--- src/rtl/core/rci_pkg.sv ---
`timescale 1ns / 1ps
// ----------------------------------------------------------------------------
// rci_pkg
// Shared widths and transaction types for the ray and circle intersection
// pipeline.
// ----------------------------------------------------------------------------
package rci_pkg;

    // field formats
    localparam int COORD_BITS = 24;
    localparam int DIR_BITS   = 16;
    localparam int DIR_FRAC   = 14;
    localparam int RAD_BITS   = COORD_BITS - 1;

    // projection path widths
    localparam int V_W    = COORD_BITS + 1;
    localparam int DOTP_W = V_W + DIR_BITS;
    localparam int DOT_W  = DOTP_W + 1;
    localparam int T_W    = DOT_W - DIR_FRAC;
    localparam int MT_W   = T_W + DIR_BITS;
    localparam int P_W    = MT_W - DIR_FRAC + 1;
    localparam int E_W    = P_W + 1;

    // distance test widths
    localparam int MAG_W = (E_W > 31) ? 31 : E_W;
    localparam int SQ_W  = 2 * MAG_W;
    localparam int Q_W   = SQ_W + 1;
    localparam int FAR_W = 64;
    localparam logic [FAR_W-1:0] FAR_LIMIT = 64'h0000_0000_8000_0000;

    // square root chain widths
    localparam int ROOT_W = RAD_BITS;
    localparam int RAD_W  = 2 * ROOT_W;
    localparam int CMP_W  = (Q_W > RAD_W) ? Q_W : RAD_W;
    localparam int REM_W  = ROOT_W + 3;

    // entry point widths
    localparam int T1_W = ((T_W > ROOT_W + 1) ? T_W : ROOT_W + 1) + 1;
    localparam int M1_W = T1_W + DIR_BITS;
    localparam int P1_W = ((M1_W - DIR_FRAC > COORD_BITS) ? M1_W - DIR_FRAC : COORD_BITS) + 1;

    // request transaction
    typedef struct packed {
        logic signed [COORD_BITS-1:0] origin_x;
        logic signed [COORD_BITS-1:0] origin_y;
        logic signed [DIR_BITS-1:0]   dir_x;
        logic signed [DIR_BITS-1:0]   dir_y;
        logic signed [COORD_BITS-1:0] center_x;
        logic signed [COORD_BITS-1:0] center_y;
        logic        [RAD_BITS-1:0]   radius;
    } t_ray_in;

    // result transaction
    typedef struct packed {
        logic                         hit;
        logic signed [COORD_BITS-1:0] entry_distance;
        logic signed [COORD_BITS-1:0] point_x;
        logic signed [COORD_BITS-1:0] point_y;
    } t_ray_out;

    // values riding along the square root chain
    typedef struct packed {
        logic                         vld;
        logic                         hit;
        logic signed [T_W-1:0]        t;
        logic signed [COORD_BITS-1:0] ox;
        logic signed [COORD_BITS-1:0] oy;
        logic signed [DIR_BITS-1:0]   dx;
        logic signed [DIR_BITS-1:0]   dy;
    } t_side;

    // square root working set of one cell
    typedef struct packed {
        logic [RAD_W-1:0]  rad;
        logic [REM_W-1:0]  rem;
        logic [ROOT_W-1:0] root;
    } t_lane;

endpackage

--- src/rtl/core/rci_back.sv ---
`timescale 1ns / 1ps
// ----------------------------------------------------------------------------
// rci_back
// Entry distance t - x, entry point origin + dir*t1, saturation and the
// result register, four register stages.
// ----------------------------------------------------------------------------
module rci_back (
    input  logic                       i_clk,
    input  logic                       i_rst_n,
    input  rci_pkg::t_side             i_side,
    input  logic [rci_pkg::ROOT_W-1:0] i_root,
    output logic                       o_done,
    output rci_pkg::t_ray_out          o_result
);

    localparam int CB    = rci_pkg::COORD_BITS;
    localparam int DB    = rci_pkg::DIR_BITS;
    localparam int DF    = rci_pkg::DIR_FRAC;
    localparam int ROOTW = rci_pkg::ROOT_W;
    localparam int T1W   = rci_pkg::T1_W;
    localparam int M1W   = rci_pkg::M1_W;
    localparam int P1W   = rci_pkg::P1_W;
    localparam logic signed [M1W-1:0] HALF_M1 = M1W'(2 ** (DF - 1));

    // clamp to the signed coordinate range
    function automatic logic signed [CB-1:0] sat_coord(input logic signed [P1W-1:0] v);
        logic [P1W-CB:0] upper;
        logic [CB-1:0]   res;
        upper = v[P1W-1:CB-1];
        if (upper == '0 || upper == '1) begin
            res = v[CB-1:0];
        end else if (v[P1W-1]) begin
            res = {1'b1, {(CB-1){1'b0}}};
        end else begin
            res = {1'b0, {(CB-1){1'b1}}};
        end
        return res;
    endfunction

    // stage j
    logic                  r_j_vld, r_j_hit;
    logic signed [T1W-1:0] r_j_t1;
    logic signed [CB-1:0]  r_j_ox, r_j_oy;
    logic signed [DB-1:0]  r_j_dx, r_j_dy;
    // stage k
    logic                  r_k_vld, r_k_hit;
    logic signed [T1W-1:0] r_k_t1;
    logic signed [M1W-1:0] r_k_mx, r_k_my;
    logic signed [CB-1:0]  r_k_ox, r_k_oy;
    // stage l
    logic signed [M1W-1:0]    w_mx_h, w_my_h;
    logic signed [M1W-DF-1:0] w_mx_r, w_my_r;
    logic                     r_l_vld, r_l_hit;
    logic signed [T1W-1:0]    r_l_t1;
    logic signed [P1W-1:0]    r_l_px, r_l_py;
    // stage m
    logic                  r_done;
    rci_pkg::t_ray_out     r_out;

    // stage j: entry distance
    always_ff @(posedge i_clk) begin
        r_j_vld <= i_side.vld;
        r_j_hit <= i_side.hit;
        r_j_t1  <= T1W'(i_side.t) - {{(T1W-ROOTW){1'b0}}, i_root};
        r_j_ox  <= i_side.ox;
        r_j_oy  <= i_side.oy;
        r_j_dx  <= i_side.dx;
        r_j_dy  <= i_side.dy;
        if (!i_rst_n) begin
            r_j_vld <= 1'b0;
        end
    end

    // stage k
    always_ff @(posedge i_clk) begin
        r_k_vld <= r_j_vld;
        r_k_hit <= r_j_hit;
        r_k_t1  <= r_j_t1;
        r_k_mx  <= M1W'(r_j_dx) * M1W'(r_j_t1);
        r_k_my  <= M1W'(r_j_dy) * M1W'(r_j_t1);
        r_k_ox  <= r_j_ox;
        r_k_oy  <= r_j_oy;
        if (!i_rst_n) begin
            r_k_vld <= 1'b0;
        end
    end

    // stage l: rounded offset plus origin
    assign w_mx_h = r_k_mx + HALF_M1;
    assign w_my_h = r_k_my + HALF_M1;
    assign w_mx_r = w_mx_h[M1W-1:DF];
    assign w_my_r = w_my_h[M1W-1:DF];

    always_ff @(posedge i_clk) begin
        r_l_vld <= r_k_vld;
        r_l_hit <= r_k_hit;
        r_l_t1  <= r_k_t1;
        r_l_px  <= P1W'(w_mx_r) + P1W'(r_k_ox);
        r_l_py  <= P1W'(w_my_r) + P1W'(r_k_oy);
        if (!i_rst_n) begin
            r_l_vld <= 1'b0;
        end
    end

    // stage m: result register, fields zero on a miss
    always_ff @(posedge i_clk) begin
        r_done    <= r_l_vld;
        r_out.hit <= r_l_hit;
        if (r_l_hit) begin
            r_out.entry_distance <= sat_coord(P1W'(r_l_t1));
            r_out.point_x        <= sat_coord(r_l_px);
            r_out.point_y        <= sat_coord(r_l_py);
        end else begin
            r_out.entry_distance <= '0;
            r_out.point_x        <= '0;
            r_out.point_y        <= '0;
        end
        if (!i_rst_n) begin
            r_done <= 1'b0;
        end
    end

    assign o_done   = r_done;
    assign o_result = r_out;

endmodule

--- config.mk ---
export PLATFORM = sky130hd
export DESIGN_NAME = rci_back
export DESIGN_NICKNAME = d
export VERILOG_FILES = /design/src/rtl/core/rci_pkg.sv /design/src/rtl/core/rci_back.sv
export SDC_FILE = /design/constraint.sdc
export NUM_CORES = 2
export LEC_CHECK = 0
export BUFFER_PORTS_ARGS = -buffer_cell sky130_fd_sc_hd__buf_2
export CAP_MARGIN = 25
export CELL_PAD_IN_SITES_DETAIL_PLACEMENT = 1
export CELL_PAD_IN_SITES_GLOBAL_PLACEMENT = 1
export CORE_MARGIN = 5
export CORE_UTILIZATION = 50
export CTS_CLUSTER_DIAMETER = 60
export DETAILED_ROUTE_END_ITERATION = 6
export PLACE_DENSITY_LB_ADDON = 0.1
export SKIP_LAST_GASP = 1
export SYNTH_ARGS = -nofsm -noshare
export SYNTH_HDL_FRONTEND = slang
export SYNTH_SLANG_ARGS = --single-unit
--- constraint.sdc ---
create_clock -name i_clk -period 8.84 [get_ports i_clk]
set_clock_uncertainty 0.05 [all_clocks]
set_input_delay 0.442 -clock i_clk [delete_from_list [all_inputs] [get_ports i_clk]]
set_output_delay 0.442 -clock i_clk [all_outputs]
set_load 0.005 [all_outputs]
==> impl_metrics.json <==
{
  "antenna_found_initial": 1,
  "syn2layout_area_growth_pct": 11.3,
  "status": "completed",
  "cp-startpoint": "r_j_dy[7]$_DFF_P_",
  "die_area_um2": 98500,
  "io_pins": 209,
  "drc_errors": 0,
  "worst_pin_slew_ps": 1100,
  "cts_setup_buffers": 0,
  "fmax_mhz": 136,
  "hpwl_um": 93600,
  "ys_types": 71,
  "crit_top_cell": "fa_1",
  "globalplace.congestion": 0.825,
  "clkTransAtPathRegs_ps": 60,
  "final_cells": 6360,
  "placed_cells": 6174,
  "vias": 33300,
  "drt-wirelength-per-cell_um": 18.9,
  "grt.overflow.total": 0,
  "ant_nets": 0,
  "synth-simple-area-share_pct": 14.3,
  "ys_seq_elements": 423,
  "clk_path_buf_depth": 3,
  "cts-root-buf": "clkbuf_16",
  "grt_max_degree": 48,
  "critical_path.top_delay_family": "adder cells",
  "floorplan.initialDensity_pct": 50.4,
  "critical_path.slowest_cell": "dfxtp_1",
  "fp-row-count": 111,
  "critPathArrivalTime_ps": 7850,
  "hold_viol": 0,
  "hold_path_class": "input port to flip-flop",
  "setup_viol": 0,
  "cp-start-kind": "flip-flop",
  "dieHeight_um": 314,
  "synthXorXnorAreaFrac_pct": 4.02,
  "r2r-start": "r_j_dy[7]$_DFF_P_",
  "end_kind": "flip-flop",
  "synthesis.nets": 6225,
  "cts_sinks": 423,
  "tns_ps": 0,
  "worst-path-buf-inv": 4,
  "rsz0062_at_grt": "false",
  "seq_area_frac_synth_pct": 18.3,
  "grt_pass1_vias": 38300,
  "vias_per_cell": 5.24,
  "wl_um": 120000,
  "synth_fa_ha_area_share_pct": 46.6,
  "core_um2": 91700,
  "path_class": "flip-flop to flip-flop",
  "first_iter_violations": 1236,
  "cts_tree": "done",
  "firstDrtPassIters": 5,
  "min_period_ps": 7350,
  "cpPeakStageDelay_ps": 1010,
  "relSlewSlack_pct": 26.4,
  "synth-async-reset-ratio_pct": 0,
  "cts-htree-levels": 2,
  "drv_cap": 0,
  "syn_area_per_cell_um2": 9.41,
  "grt_pass1_wl_um": 199000,
  "synth_edf_count": 0,
  "synth_top_family_by_area": "adder cells",
  "worstPathCellList": "buf_4 -> nand2_1 -> fa_1 -> inv_1 -> fa_1 -> fa_1 -> fa_1 -> fa_1 -> inv_1 -> fa_1 -> inv_1 -> ha_1 -> and4_1 -> and3_1 -> a221o_1 -> a22oi_1 -> a21oi_1 -> or3_1 -> a21oi_1 -> xnor2_1",
  "syn_area_um2": 46200,
  "hp-start": "i_side[103]",
  "clkLatencyLatePin_ps": 630,
  "cp.required_ps": 9340,
  "grt_usage_pct": 25.3,
  "die_w_um": 314,
  "synthFlopType": "dfxtp_1",
  "muxShareOfSynthArea_pct": 0.0217,
  "final_layout_size_suffix_gt1_share_pct": 7.98,
  "cts_buffers": 51,
  "nets": 6456,
  "diodes": 0,
  "synth_compound_area_share_pct": 6.55,
  "portBuffers": 208,
  "finalCritPeriodShare_pct": 83.1,
  "slew_viol_final": 0,
  "crit_fanout": 20,
  "syn_inst": 4904,
  "yosysWarnings": 0
}
==> final timing paths <==
kind,cells after the start,end,slack (ps)
worst max-delay path,20,r_k_my[41]$_DFF_P_,1490
worst min-delay path,2,r_j_t1[23]$_DFF_P_,60
worst max register to register,20,r_k_my[41]$_DFF_P_,1490
worst min register to register,0,r_k_oy[3]$_DFF_P_,270
==> synthesized netlist by cell type (all sizes together), types with 59 or more instances <==
master	count	area (µm²)
inv	1046	3930
fa	889	17800
ha	297	3720
nor2	136	510
o21ai	117	589
nand2	614	2300
dfxtp	423	8470
xnor2	153	1340
a21boi	73	548
clkbuf	202	758
a21oi	108	544
and2	374	2340
xor2	59	517
==> metal layers <==
metal,GRT usage [%],up-vias,routed length (µm)
met5,0,-,0
met4,7.86,0,4210
met3,4.07,221,5140
met2,45.4,577,61700
met1,31.3,17400,49400
li1,-,15100,-
==> worst register-to-register path, cell delays in order (launching register included) <==
cell and delay (ps):
dfxtp_1 1010, buf_4 340, nand2_1 100, fa_1 580, inv_1 50, fa_1 480
fa_1 600, fa_1 450, fa_1 500, inv_1 50, fa_1 480, inv_1 40
ha_1 320, and4_1 210, and3_1 210, a221o_1 340, a22oi_1 480, a21oi_1 220
or3_1 450, a21oi_1 190, xnor2_1 130
==> cell families after synthesis <==
group	count (synthesis)
AOI/OAI and AO/OA	464
xor gates and xnor gates	212
DFF	423
adders and majority gates	1186
muxes	1
and+or+nand+nor	1363
buffers and inverters	1255
==> through the flow <==
stage / cell area [µm²] / hold WS (ps) / setup WS, ps / util, %
6_report: 51400 / 63.7 / 1490 / 56.1
5_1_grt: 51400 / 44.1 / 1140 / 56.1
4_1_cts: 51300 / 7.79 / 1440 / 55.9
3_5_place_dp: 48600 / 263 / 1470 / 53.0
3_3_place_gp: 48600 / 261 / 1590 / 53.0
2_1_floorplan: 46200 / 260 / 2530 / -
==> repair_timing <==
action,in CTS,in global routing
setup endpoints to repair,0,0
gates resized for setup,0,0
endpoints found under the hold margin,91,0
hold buffers,89,0
==> final cells by class <==
class | count | area, µm²
Fill cell | 10500 | 40300
Multi-Input combinational cell | 3226 | 33000
Sequential cell | 423 | 8480
Inverter | 1046 | 3930
Timing Repair Buffer | 387 | 2680
Tap cell | 1186 | 1480
Clock buffer | 59 | 1400
Clock inverter | 33 | 392
==> flip-flops by register name (all words and copies together), names as in the netlist <==
name      flops
o_done        1
o_result     73
r_j_dx       16
r_j_dy       16
r_j_hit       1
r_j_ox       24
r_j_oy       24
r_j_t1       29
r_j_vld       1
r_k_hit       1
r_k_mx       32
r_k_my       32
r_k_ox       24
r_k_oy       24
r_k_t1       29
r_k_vld       1
r_l_hit       1
r_l_px       32
r_l_py       32
r_l_t1       29
r_l_vld       1
==> placed cells by master (no fill, tap or decap), types with 59 or more instances in the layout <==
cell	n
buf_2	208
dfxtp_1	417
fa_1	889
a21oi_1	107
dlygate4sd3_1	89
xor2_1	59
buf_4	84
o21ai_0	81
ha_1	297
inv_1	1044
xnor2_1	153
and2_1	374
nor2_1	136
nand2_1	614
Power is left out: the tool's default activity adds up to more than one toggle a clock period on the data nets, which glitch-free logic cannot reach.
