<file path="config.mk">
export PLATFORM = sky130hd
export DESIGN_NAME = rci_sqrt_cell
export DESIGN_NICKNAME = d
export VERILOG_FILES = /design/src/rtl/core/rci_pkg.sv /design/src/rtl/core/rci_sqrt_cell.sv
export SDC_FILE = /design/constraint.sdc
export NUM_CORES = 1
export LEC_CHECK = 0
export BUFFER_PORTS_ARGS = -buffer_cell sky130_fd_sc_hd__buf_2
export CORE_AREA = 5 5 157 159
export DETAILED_ROUTE_END_ITERATION = 6
export DIE_AREA = 0 0 162 164
export GPL_TIMING_DRIVEN = 0
export SYNTH_ARGS = -nofsm -noshare
export SYNTH_HDL_FRONTEND = slang
export SYNTH_SLANG_ARGS = --single-unit
</file>
<file path="constraint.sdc">
create_clock -name i_clk -period 3.05 [get_ports i_clk]
set_clock_uncertainty 0.2 [all_clocks]
set_input_delay 0.7625 -clock i_clk [delete_from_list [all_inputs] [get_ports i_clk]]
set_output_delay 0.7625 -clock i_clk [all_outputs]
set_load 0.1 [all_outputs]
</file>
<file path="src/rtl/core/rci_pkg.sv">
`timescale 1ns / 1ps
// ----------------------------------------------------------------------------
// rci_pkg
// Shared widths and transaction types for the ray and circle intersection
// pipeline.
// ----------------------------------------------------------------------------
package rci_pkg;

    // field formats
    localparam int COORD_BITS = 24;
    localparam int DIR_BITS   = 16;
    localparam int DIR_FRAC   = 14;
    localparam int RAD_BITS   = COORD_BITS - 1;

    // projection path widths
    localparam int V_W    = COORD_BITS + 1;
    localparam int DOTP_W = V_W + DIR_BITS;
    localparam int DOT_W  = DOTP_W + 1;
    localparam int T_W    = DOT_W - DIR_FRAC;
    localparam int MT_W   = T_W + DIR_BITS;
    localparam int P_W    = MT_W - DIR_FRAC + 1;
    localparam int E_W    = P_W + 1;

    // distance test widths
    localparam int MAG_W = (E_W > 31) ? 31 : E_W;
    localparam int SQ_W  = 2 * MAG_W;
    localparam int Q_W   = SQ_W + 1;
    localparam int FAR_W = 64;
    localparam logic [FAR_W-1:0] FAR_LIMIT = 64'h0000_0000_8000_0000;

    // square root chain widths
    localparam int ROOT_W = RAD_BITS;
    localparam int RAD_W  = 2 * ROOT_W;
    localparam int CMP_W  = (Q_W > RAD_W) ? Q_W : RAD_W;
    localparam int REM_W  = ROOT_W + 3;

    // entry point widths
    localparam int T1_W = ((T_W > ROOT_W + 1) ? T_W : ROOT_W + 1) + 1;
    localparam int M1_W = T1_W + DIR_BITS;
    localparam int P1_W = ((M1_W - DIR_FRAC > COORD_BITS) ? M1_W - DIR_FRAC : COORD_BITS) + 1;

    // request transaction
    typedef struct packed {
        logic signed [COORD_BITS-1:0] origin_x;
        logic signed [COORD_BITS-1:0] origin_y;
        logic signed [DIR_BITS-1:0]   dir_x;
        logic signed [DIR_BITS-1:0]   dir_y;
        logic signed [COORD_BITS-1:0] center_x;
        logic signed [COORD_BITS-1:0] center_y;
        logic        [RAD_BITS-1:0]   radius;
    } t_ray_in;

    // result transaction
    typedef struct packed {
        logic                         hit;
        logic signed [COORD_BITS-1:0] entry_distance;
        logic signed [COORD_BITS-1:0] point_x;
        logic signed [COORD_BITS-1:0] point_y;
    } t_ray_out;

    // values riding along the square root chain
    typedef struct packed {
        logic                         vld;
        logic                         hit;
        logic signed [T_W-1:0]        t;
        logic signed [COORD_BITS-1:0] ox;
        logic signed [COORD_BITS-1:0] oy;
        logic signed [DIR_BITS-1:0]   dx;
        logic signed [DIR_BITS-1:0]   dy;
    } t_side;

    // square root working set of one cell
    typedef struct packed {
        logic [RAD_W-1:0]  rad;
        logic [REM_W-1:0]  rem;
        logic [ROOT_W-1:0] root;
    } t_lane;

endpackage

</file>
<file path="src/rtl/core/rci_sqrt_cell.sv">
`timescale 1ns / 1ps
// ----------------------------------------------------------------------------
// rci_sqrt_cell
// One digit of a restoring integer square root: shifts in two radicand bits,
// tries the next root bit and passes the working set to the next cell.
// ----------------------------------------------------------------------------
module rci_sqrt_cell (
    input  logic             i_clk,
    input  logic             i_rst_n,
    input  rci_pkg::t_side   i_side,
    input  rci_pkg::t_lane   i_lane,
    output rci_pkg::t_side   o_side,
    output rci_pkg::t_lane   o_lane
);

    localparam int RADW  = rci_pkg::RAD_W;
    localparam int REMW  = rci_pkg::REM_W;
    localparam int ROOTW = rci_pkg::ROOT_W;

    logic [REMW-1:0] w_rem_sh;
    logic [REMW-1:0] w_trial;
    logic [REMW-1:0] w_diff;
    logic            w_take;
    rci_pkg::t_lane  n_lane;
    rci_pkg::t_lane  r_lane;
    rci_pkg::t_side  r_side;

    // trial subtract of (4*root + 1) from the shifted remainder
    always_comb begin
        w_rem_sh    = {i_lane.rem[REMW-3:0], i_lane.rad[RADW-1 -: 2]};
        w_trial     = {1'b0, i_lane.root, 2'b01};
        w_take      = (w_rem_sh >= w_trial);
        w_diff      = w_rem_sh - w_trial;
        n_lane.rad  = {i_lane.rad[RADW-3:0], 2'b00};
        n_lane.rem  = w_take ? w_diff : w_rem_sh;
        n_lane.root = {i_lane.root[ROOTW-2:0], w_take};
    end

    // cell register, valid cleared by reset
    always_ff @(posedge i_clk) begin
        r_lane <= n_lane;
        r_side <= i_side;
        if (!i_rst_n) begin
            r_side.vld <= 1'b0;
        end
    end

    assign o_lane = r_lane;
    assign o_side = r_side;

endmodule

</file>
==> impl_metrics.xml, run 1 <==
<?xml version="1.0" encoding="UTF-8"?>
<metrics>
  <group name="run_status">
    <metric name="run_status" unit="">finished, final reports clean</metric>
  </group>
  <group name="sta">
    <metric name="finalWorstSetupSlack" unit="ns">0.131</metric>
    <metric name="grt_setup_unrepaired" unit="">false</metric>
    <metric name="report.final.slew_viol_count" unit="">0</metric>
    <metric name="final_setup_violating_endpoints" unit="">0</metric>
    <metric name="fmax" unit="MHz">343</metric>
    <metric name="timing_worst_slew_pin_value" unit="ns">0.554</metric>
    <metric name="timing_hold_violations_final" unit="">0</metric>
    <metric name="fin_crit" unit="ns">2.92</metric>
    <metric name="timing.final.crit_share" unit="%">95.7</metric>
    <metric name="slew_headroom" unit="%">63.3</metric>
  </group>
  <group name="yosys">
    <metric name="yosysWarningCount" unit="">0</metric>
    <metric name="synth_enable_flop_cells" unit="">0</metric>
    <metric name="synthTopCellsByArea" unit="">dfxtp_1 (69%), ha_1 (5.3%), o21ai_0 (2.3%), inv_1 (2.0%), nand2_1 (1.9%)</metric>
    <metric name="synthMostInstantiatedCell" unit="">dfxtp_1</metric>
    <metric name="synth_seq_area_share" unit="%">69.2</metric>
    <metric name="dominantRegCellSynth" unit="">dfxtp_1</metric>
    <metric name="syn-instance-count" unit="">474</metric>
    <metric name="yosys_register_bits" unit="">203</metric>
    <metric name="yosys-top-cells-count" unit="">dfxtp_1 (203), inv_1 (31), nand2_1 (29), o21ai_0 (27), ha_1 (25)</metric>
    <metric name="synth.avg_cell_area" unit="sq um">12.4</metric>
    <metric name="yosysTopAreaCellShare" unit="%">69.2</metric>
    <metric name="netlist_area" unit="sq um">5870</metric>
    <metric name="synth_async_sr_flop_share" unit="%">0</metric>
    <metric name="netlist-cell-type-count" unit="">58</metric>
    <metric name="yosysTopAreaCell" unit="">dfxtp_1</metric>
  </group>
  <group name="global_route">
    <metric name="first_global_vias" unit="">5106</metric>
    <metric name="grt_pass1_wl" unit="microns">31800</metric>
    <metric name="initial_antenna_violation_count" unit="">12</metric>
    <metric name="grt.met1_usage" unit="%">18.7</metric>
    <metric name="gr-max-usage-layer" unit="">met2</metric>
    <metric name="grt_start_max_net_pins" unit="">15</metric>
    <metric name="globalRouteMet2Util" unit="%">27.6</metric>
    <metric name="gr_util_met3" unit="%">5.65</metric>
    <metric name="grt_remaining_overflow" unit="">0</metric>
    <metric name="groute.usage.overall" unit="%">15.9</metric>
  </group>
  <group name="min_path">
    <metric name="hold_start" unit="">i_side[42]</metric>
    <metric name="hold_path_class" unit="">primary input to flip-flop</metric>
    <metric name="holdPathEnd" unit="">o_side[42]</metric>
    <metric name="worst_hold_path.num_cells" unit="">1</metric>
  </group>
  <group name="worst_setup_path">
    <metric name="timing.critical_path.slowest_stage_cell" unit="">a2111oi_4</metric>
    <metric name="slowest_delay" unit="ns">0.45</metric>
    <metric name="worst-setup-path-type" unit="">primary input to flip-flop</metric>
    <metric name="worst_ep_arrival_time" unit="ns">3.12</metric>
    <metric name="cp_top_family" unit="">compound AO/OA/AOI/OAI gates</metric>
    <metric name="crit_buf_inv" unit="">3</metric>
    <metric name="crit_chain" unit="">buf_2, inv_1, ha_4, a211o_1, nor2_1, o211ai_2, a2111oi_4, o31a_1, o31a_4, buf_8, mux2_4</metric>
    <metric name="timing.critical_path.from_type" unit="">primary input</metric>
    <metric name="required" unit="ns">3.25</metric>
    <metric name="worstPathMaxFanout" unit="">10</metric>
    <metric name="critical_path.endpoint_type" unit="">flip-flop</metric>
  </group>
  <group name="clocking">
    <metric name="cts.repair.resized" unit="">0</metric>
    <metric name="clock_tree.root_cell" unit="">clkbuf_16</metric>
    <metric name="cts_tree" unit="">done</metric>
    <metric name="numCtsBuffers" unit="">23</metric>
    <metric name="cts.repair_timing.setup_buffer_count" unit="">0</metric>
    <metric name="cts.hold.buffers_added" unit="">0</metric>
    <metric name="cts_num_sinks" unit="">203</metric>
    <metric name="path_clk_slew" unit="ns">0.06</metric>
    <metric name="cts_buffer_depth" unit="">3</metric>
    <metric name="cts.htree.levels" unit="">1</metric>
  </group>
  <group name="pwr">
    <metric name="switching_power" unit="mW">3.04</metric>
    <metric name="power.internal" unit="mW">4.98</metric>
    <metric name="vdd_drop_max" unit="mV">0.406</metric>
    <metric name="power.switching_fraction" unit="%">37.9</metric>
    <metric name="power_frac_clock" unit="%">35.9</metric>
    <metric name="power_density" unit="nW/um^2">878</metric>
    <metric name="power.share.combinational" unit="%">28.0</metric>
    <metric name="leakagePower" unit="nW">4.63</metric>
    <metric name="power.share.sequential" unit="%">36.1</metric>
  </group>
  <group name="floorplan">
    <metric name="core" unit="sq um">23100</metric>
    <metric name="full_die_area" unit="sq um">26600</metric>
    <metric name="floorplan.rows" unit="">56</metric>
    <metric name="initial_utilization" unit="%">25.4</metric>
    <metric name="floorplan.io_pins" unit="">412</metric>
    <metric name="fp.dieW" unit="microns">162</metric>
    <metric name="floorplan.die.height" unit="microns">164</metric>
  </group>
  <group name="drt">
    <metric name="firstDrtPassIters" unit="">4</metric>
    <metric name="per_cell_routed_wire_length" unit="microns">18.9</metric>
    <metric name="wirelength" unit="microns">23000</metric>
    <metric name="vias_per_cell" unit="">4.11</metric>
    <metric name="detail_route_antenna_nets" unit="">0</metric>
    <metric name="drt_iter0_drc" unit="">187</metric>
    <metric name="detail_route.drc_violations" unit="">0</metric>
    <metric name="vias" unit="">4996</metric>
  </group>
  <group name="job">
    <metric name="maxCapViolCount" unit="">0</metric>
  </group>
  <group name="layout">
    <metric name="share_of_layout_cells_above_drive_strength_1" unit="%">51.5</metric>
    <metric name="final_design_area_no_fill" unit="sq um">9130</metric>
    <metric name="area_delta_synth_final" unit="%">55.4</metric>
    <metric name="fillers" unit="">2306</metric>
    <metric name="finalNetCount" unit="">1139</metric>
    <metric name="layout.core_utilization" unit="%">39.5</metric>
  </group>
  <group name="place">
    <metric name="dpl_worst_slack" unit="ns">-0.465</metric>
    <metric name="numPortBuffers" unit="">407</metric>
    <metric name="routabilityCongestion" unit="">0.835</metric>
    <metric name="postPlaceCellArea" unit="sq um">8310</metric>
    <metric name="detailed_place_hpwl" unit="microns">19100</metric>
  </group>
</metrics>
cell type report:
type	instances	area [sq um]	share of cell area, %
antenna	1	2.50	0.0274
sequential	203	4060	44.5
inverter	32	120	1.32
clock buffer	26	617	6.76
tap	290	363	3.97
multi-input combinational	229	1670	18.3
clock inverter	16	189	2.07
timing repair buffer	407	2040	22.3
buffer	11	68.8	0.754
state kept, by name, indices dropped and copies added (netlist names):
register	cells
o_lane	93
o_side	110
worst max-delay path by stage:
stage	start	to	slack [ns]	depth (start not counted)
finish	i_lane[5]	o_lane[36]	0.13	11
global route	i_lane[5]	o_lane[39]	0.008	11
CTS	i_lane[2]	o_lane[46]	0.06	11
detailed placement	i_lane[2]	o_lane[46]	-0.46	11
global placement	i_lane[2]	o_lane[46]	-0.46	11
floorplan	i_lane[7]	o_lane[31]	0.002	10
power by group through the flow:
stage | registers, mW | logic, mW | clock network (mW)
3_5_place_dp | 2.95 | 2.26 | 0
3_3_place_gp | 2.95 | 2.25 | 0
4_1_cts | 2.90 | 2.26 | 2.95
6_report | 2.89 | 2.25 | 2.87
2_1_floorplan | 4.40 | 0.343 | 0
5_1_grt | 2.91 | 2.33 | 3.06
placed cells by master (no fill, tap or decap), types with 4 or more instances in the layout:
master / instances
buf_2: 411
dfxtp_1: 203
inv_1: 31
nand2_1: 29
o21ai_0: 26
ha_1: 23
clkbuf_16: 23
a21oi_1: 16
nor2_1: 14
xor2_1: 12
a21o_1: 10
xnor2_1: 9
nand4_1: 6
nand2b_1: 6
clkinv_2: 6
and2_1: 5
nor3_1: 5
o21a_1: 4
and3_1: 4
stage by stage:
stage / setup TNS [ns] / hold WS (ns) / cells / total power, mW
after floorplan: 0 / 0.590 / 475 / 4.74
after global placement: -9.83 / 0.665 / 1172 / 5.20
after detailed placement: -9.57 / 0.666 / 1172 / 5.21
after CTS: 0 / 0.117 / 1214 / 8.11
after global routing: 0 / 0.117 / 1215 / 8.31
final: 0 / 0.144 / 1215 / 8.02
per-layer routing:
layer,up-vias,part of all wire (%)
li1,2458,-
met1,2268,40
met2,225,48
met3,39,8.6
met4,6,3.1
met5,-,0.17
kinds of logic after synthesis:
group / after synthesis / share of synthesized area (%)
AO/OA/AOI/OAI: 88 / 10.2
buffers and inverters: 43 / 3.17
multiplexers: 9 / 1.87
flip-flops: 203 / 69.2
adder cells (fa/ha/maj): 25 / 5.32
XOR/XNOR: 21 / 3.13
AND/OR/NAND/NOR: 84 / 7.07
other: 1 / 0.0638
(Power assumes the default switching activity.)
==> run 2, diff against run 1 <==
- clock period: 3.05 -> 3.1 ns (I/O delays scaled with it)
==> impl_metrics.xml, run 2 (synthesis results as in run 1) <==
<?xml version="1.0" encoding="UTF-8"?>
<metrics>
  <group name="drt">
    <metric name="vias_per_cell" unit="">4.12</metric>
    <metric name="wirelength" unit="microns">22900</metric>
    <metric name="detail_route.drc_violations" unit="">0</metric>
    <metric name="firstDrtPassIters" unit="">4</metric>
    <metric name="detail_route_antenna_nets" unit="">0</metric>
    <metric name="vias" unit="">5002</metric>
    <metric name="per_cell_routed_wire_length" unit="microns">18.8</metric>
    <metric name="drt_iter0_drc" unit="">188</metric>
  </group>
  <group name="clocking">
    <metric name="cts.hold.buffers_added" unit="">0</metric>
    <metric name="cts.htree.levels" unit="">1</metric>
    <metric name="cts_buffer_depth" unit="">3</metric>
    <metric name="cts.repair_timing.setup_buffer_count" unit="">0</metric>
    <metric name="cts_num_sinks" unit="">203</metric>
    <metric name="clock_tree.root_cell" unit="">clkbuf_16</metric>
    <metric name="cts_tree" unit="">done</metric>
    <metric name="cts.repair.resized" unit="">0</metric>
    <metric name="path_clk_slew" unit="ns">0.06</metric>
    <metric name="numCtsBuffers" unit="">22</metric>
  </group>
  <group name="layout">
    <metric name="largest_reg_flops" unit="">110</metric>
    <metric name="area_delta_synth_final" unit="%">55.4</metric>
    <metric name="final_common_cell" unit="">buf_2</metric>
    <metric name="most-common-layout-cells" unit="">buf_2 (411), dfxtp_1 (203), inv_1 (31)</metric>
    <metric name="layoutNonFillerInstCount" unit="">1214</metric>
    <metric name="share_of_layout_cells_above_drive_strength_1" unit="%">50.9</metric>
    <metric name="finalNetCount" unit="">1138</metric>
    <metric name="layout.core_utilization" unit="%">39.5</metric>
  </group>
  <group name="global_route">
    <metric name="groute.usage.overall" unit="%">15.7</metric>
    <metric name="grt_remaining_overflow" unit="">0</metric>
    <metric name="grt_pass1_wl" unit="microns">31300</metric>
    <metric name="first_global_vias" unit="">4924</metric>
    <metric name="grt_start_max_net_pins" unit="">15</metric>
    <metric name="initial_antenna_violation_count" unit="">7</metric>
  </group>
  <group name="run_status">
    <metric name="run_status" unit="">finished, final reports clean</metric>
  </group>
  <group name="place">
    <metric name="dpl_worst_slack" unit="ns">-0.510</metric>
    <metric name="detailed_place_hpwl" unit="microns">19000</metric>
    <metric name="routabilityCongestion" unit="">0.889</metric>
    <metric name="numPortBuffers" unit="">407</metric>
    <metric name="numPlacedInstances" unit="">1172</metric>
  </group>
  <group name="floorplan">
    <metric name="floorplan.rows" unit="">56</metric>
    <metric name="fp.dieW" unit="microns">162</metric>
    <metric name="full_die_area" unit="sq um">26600</metric>
    <metric name="initial_utilization" unit="%">25.4</metric>
    <metric name="floorplan.die.height" unit="microns">164</metric>
    <metric name="floorplan.io_pins" unit="">412</metric>
    <metric name="core" unit="sq um">23100</metric>
  </group>
  <group name="worst_setup_path">
    <metric name="timing.critical_path.slowest_stage_cell" unit="">o21ai_0</metric>
    <metric name="timing.critical_path.from_type" unit="">primary input</metric>
    <metric name="slowest_delay" unit="ns">0.40</metric>
    <metric name="worstPathMaxFanout" unit="">10</metric>
    <metric name="critical_path.endpoint_type" unit="">flip-flop</metric>
    <metric name="worst-setup-path-type" unit="">primary input to flip-flop</metric>
    <metric name="required" unit="ns">3.28</metric>
    <metric name="crit_chain" unit="">buf_2, inv_1, ha_1, buf_2, a21oi_1, o21ai_0, a21oi_1, o31a_1, o31a_4, clkbuf_2, o21ai_0</metric>
    <metric name="worst_ep_arrival_time" unit="ns">3.18</metric>
    <metric name="crit_path_start" unit="">i_lane[11]</metric>
  </group>
  <group name="sta">
    <metric name="finalWorstSetupSlack" unit="ns">0.0979</metric>
    <metric name="grt_setup_unrepaired" unit="">true</metric>
    <metric name="timing_worst_slew_pin_value" unit="ns">0.595</metric>
    <metric name="slew_headroom" unit="%">59.8</metric>
    <metric name="final.hold.worst_slack" unit="ns">0.178</metric>
    <metric name="timing_hold_violations_final" unit="">0</metric>
    <metric name="fin_crit" unit="ns">3.00</metric>
    <metric name="setup_total_negative_slack" unit="ns">0</metric>
    <metric name="report.final.slew_viol_count" unit="">0</metric>
    <metric name="fmax" unit="MHz">333</metric>
    <metric name="final_setup_violating_endpoints" unit="">0</metric>
    <metric name="timing.final.crit_share" unit="%">96.8</metric>
  </group>
  <group name="pwr">
    <metric name="leakagePower" unit="nW">4.64</metric>
    <metric name="vdd_drop_max" unit="mV">0.486</metric>
    <metric name="power_density" unit="nW/um^2">869</metric>
  </group>
  <group name="min_path">
    <metric name="hold_path_class" unit="">primary input to flip-flop</metric>
    <metric name="hold_start" unit="">i_lane[78]</metric>
  </group>
  <group name="job">
    <metric name="maxCapViolCount" unit="">0</metric>
  </group>
</metrics>
-- run 2: cell types whose count changed in the layout (fill, tap and decap cells not counted), sizes merged --
cell,before,now
clkinv,9,3
clkbuf,30,32
clkinvlp,3,1
diode,1,3
inv,33,35
bufinv,3,4
-- run 2: per-stage QoR --
step / instance area, sq um / total power, mW
global placement: 8290 / 5.11
detailed placement: 8290 / 5.12
finish: 9130 / 7.93
CTS: 9100 / 8.03
global route: 9120 / 8.23
floorplan: 5890 / 4.66
-- run 2: cell type report --
type	count	area (sq um)
diodes	3	7.51
well taps	290	363
inverters	32	120
multi-input cells	229	1660
flip-flops and latches	203	4060
repair buffers	407	2040
clock buffers	28	634
clock inverters	11	173
plain buffers	11	66.3
fillers	2279	14000
-- run 2: report_power, final --
part,total [mW],leakage (nW),internal [mW],switching [mW]
combinational,2.21,2.53,0.393,1.82
clock,2.87,0.396,1.79,1.08
sequential,2.84,1.71,2.80,0.0419
-- run 2: final timing paths --
kind  cells after the start    endpoint  slack [ns]
min                       1  o_lane[80]        0.18
max                      11  o_lane[39]         0.1
-- run 2: worst max-delay path: cells and delay by family --
family / cells / cell delay [ns]
compound gates: 6 / 1.62
buf+inv: 4 / 0.53
fa+ha+maj: 1 / 0.26
-- run 2: routing by layer --
metal	track usage (%)	vias up	wire, microns
met4	3.65	8	414
met3	6.98	31	2350
met1	17.9	2292	8920
met2	27.2	213	11100
li1	-	2458	-
met5	0	-	46
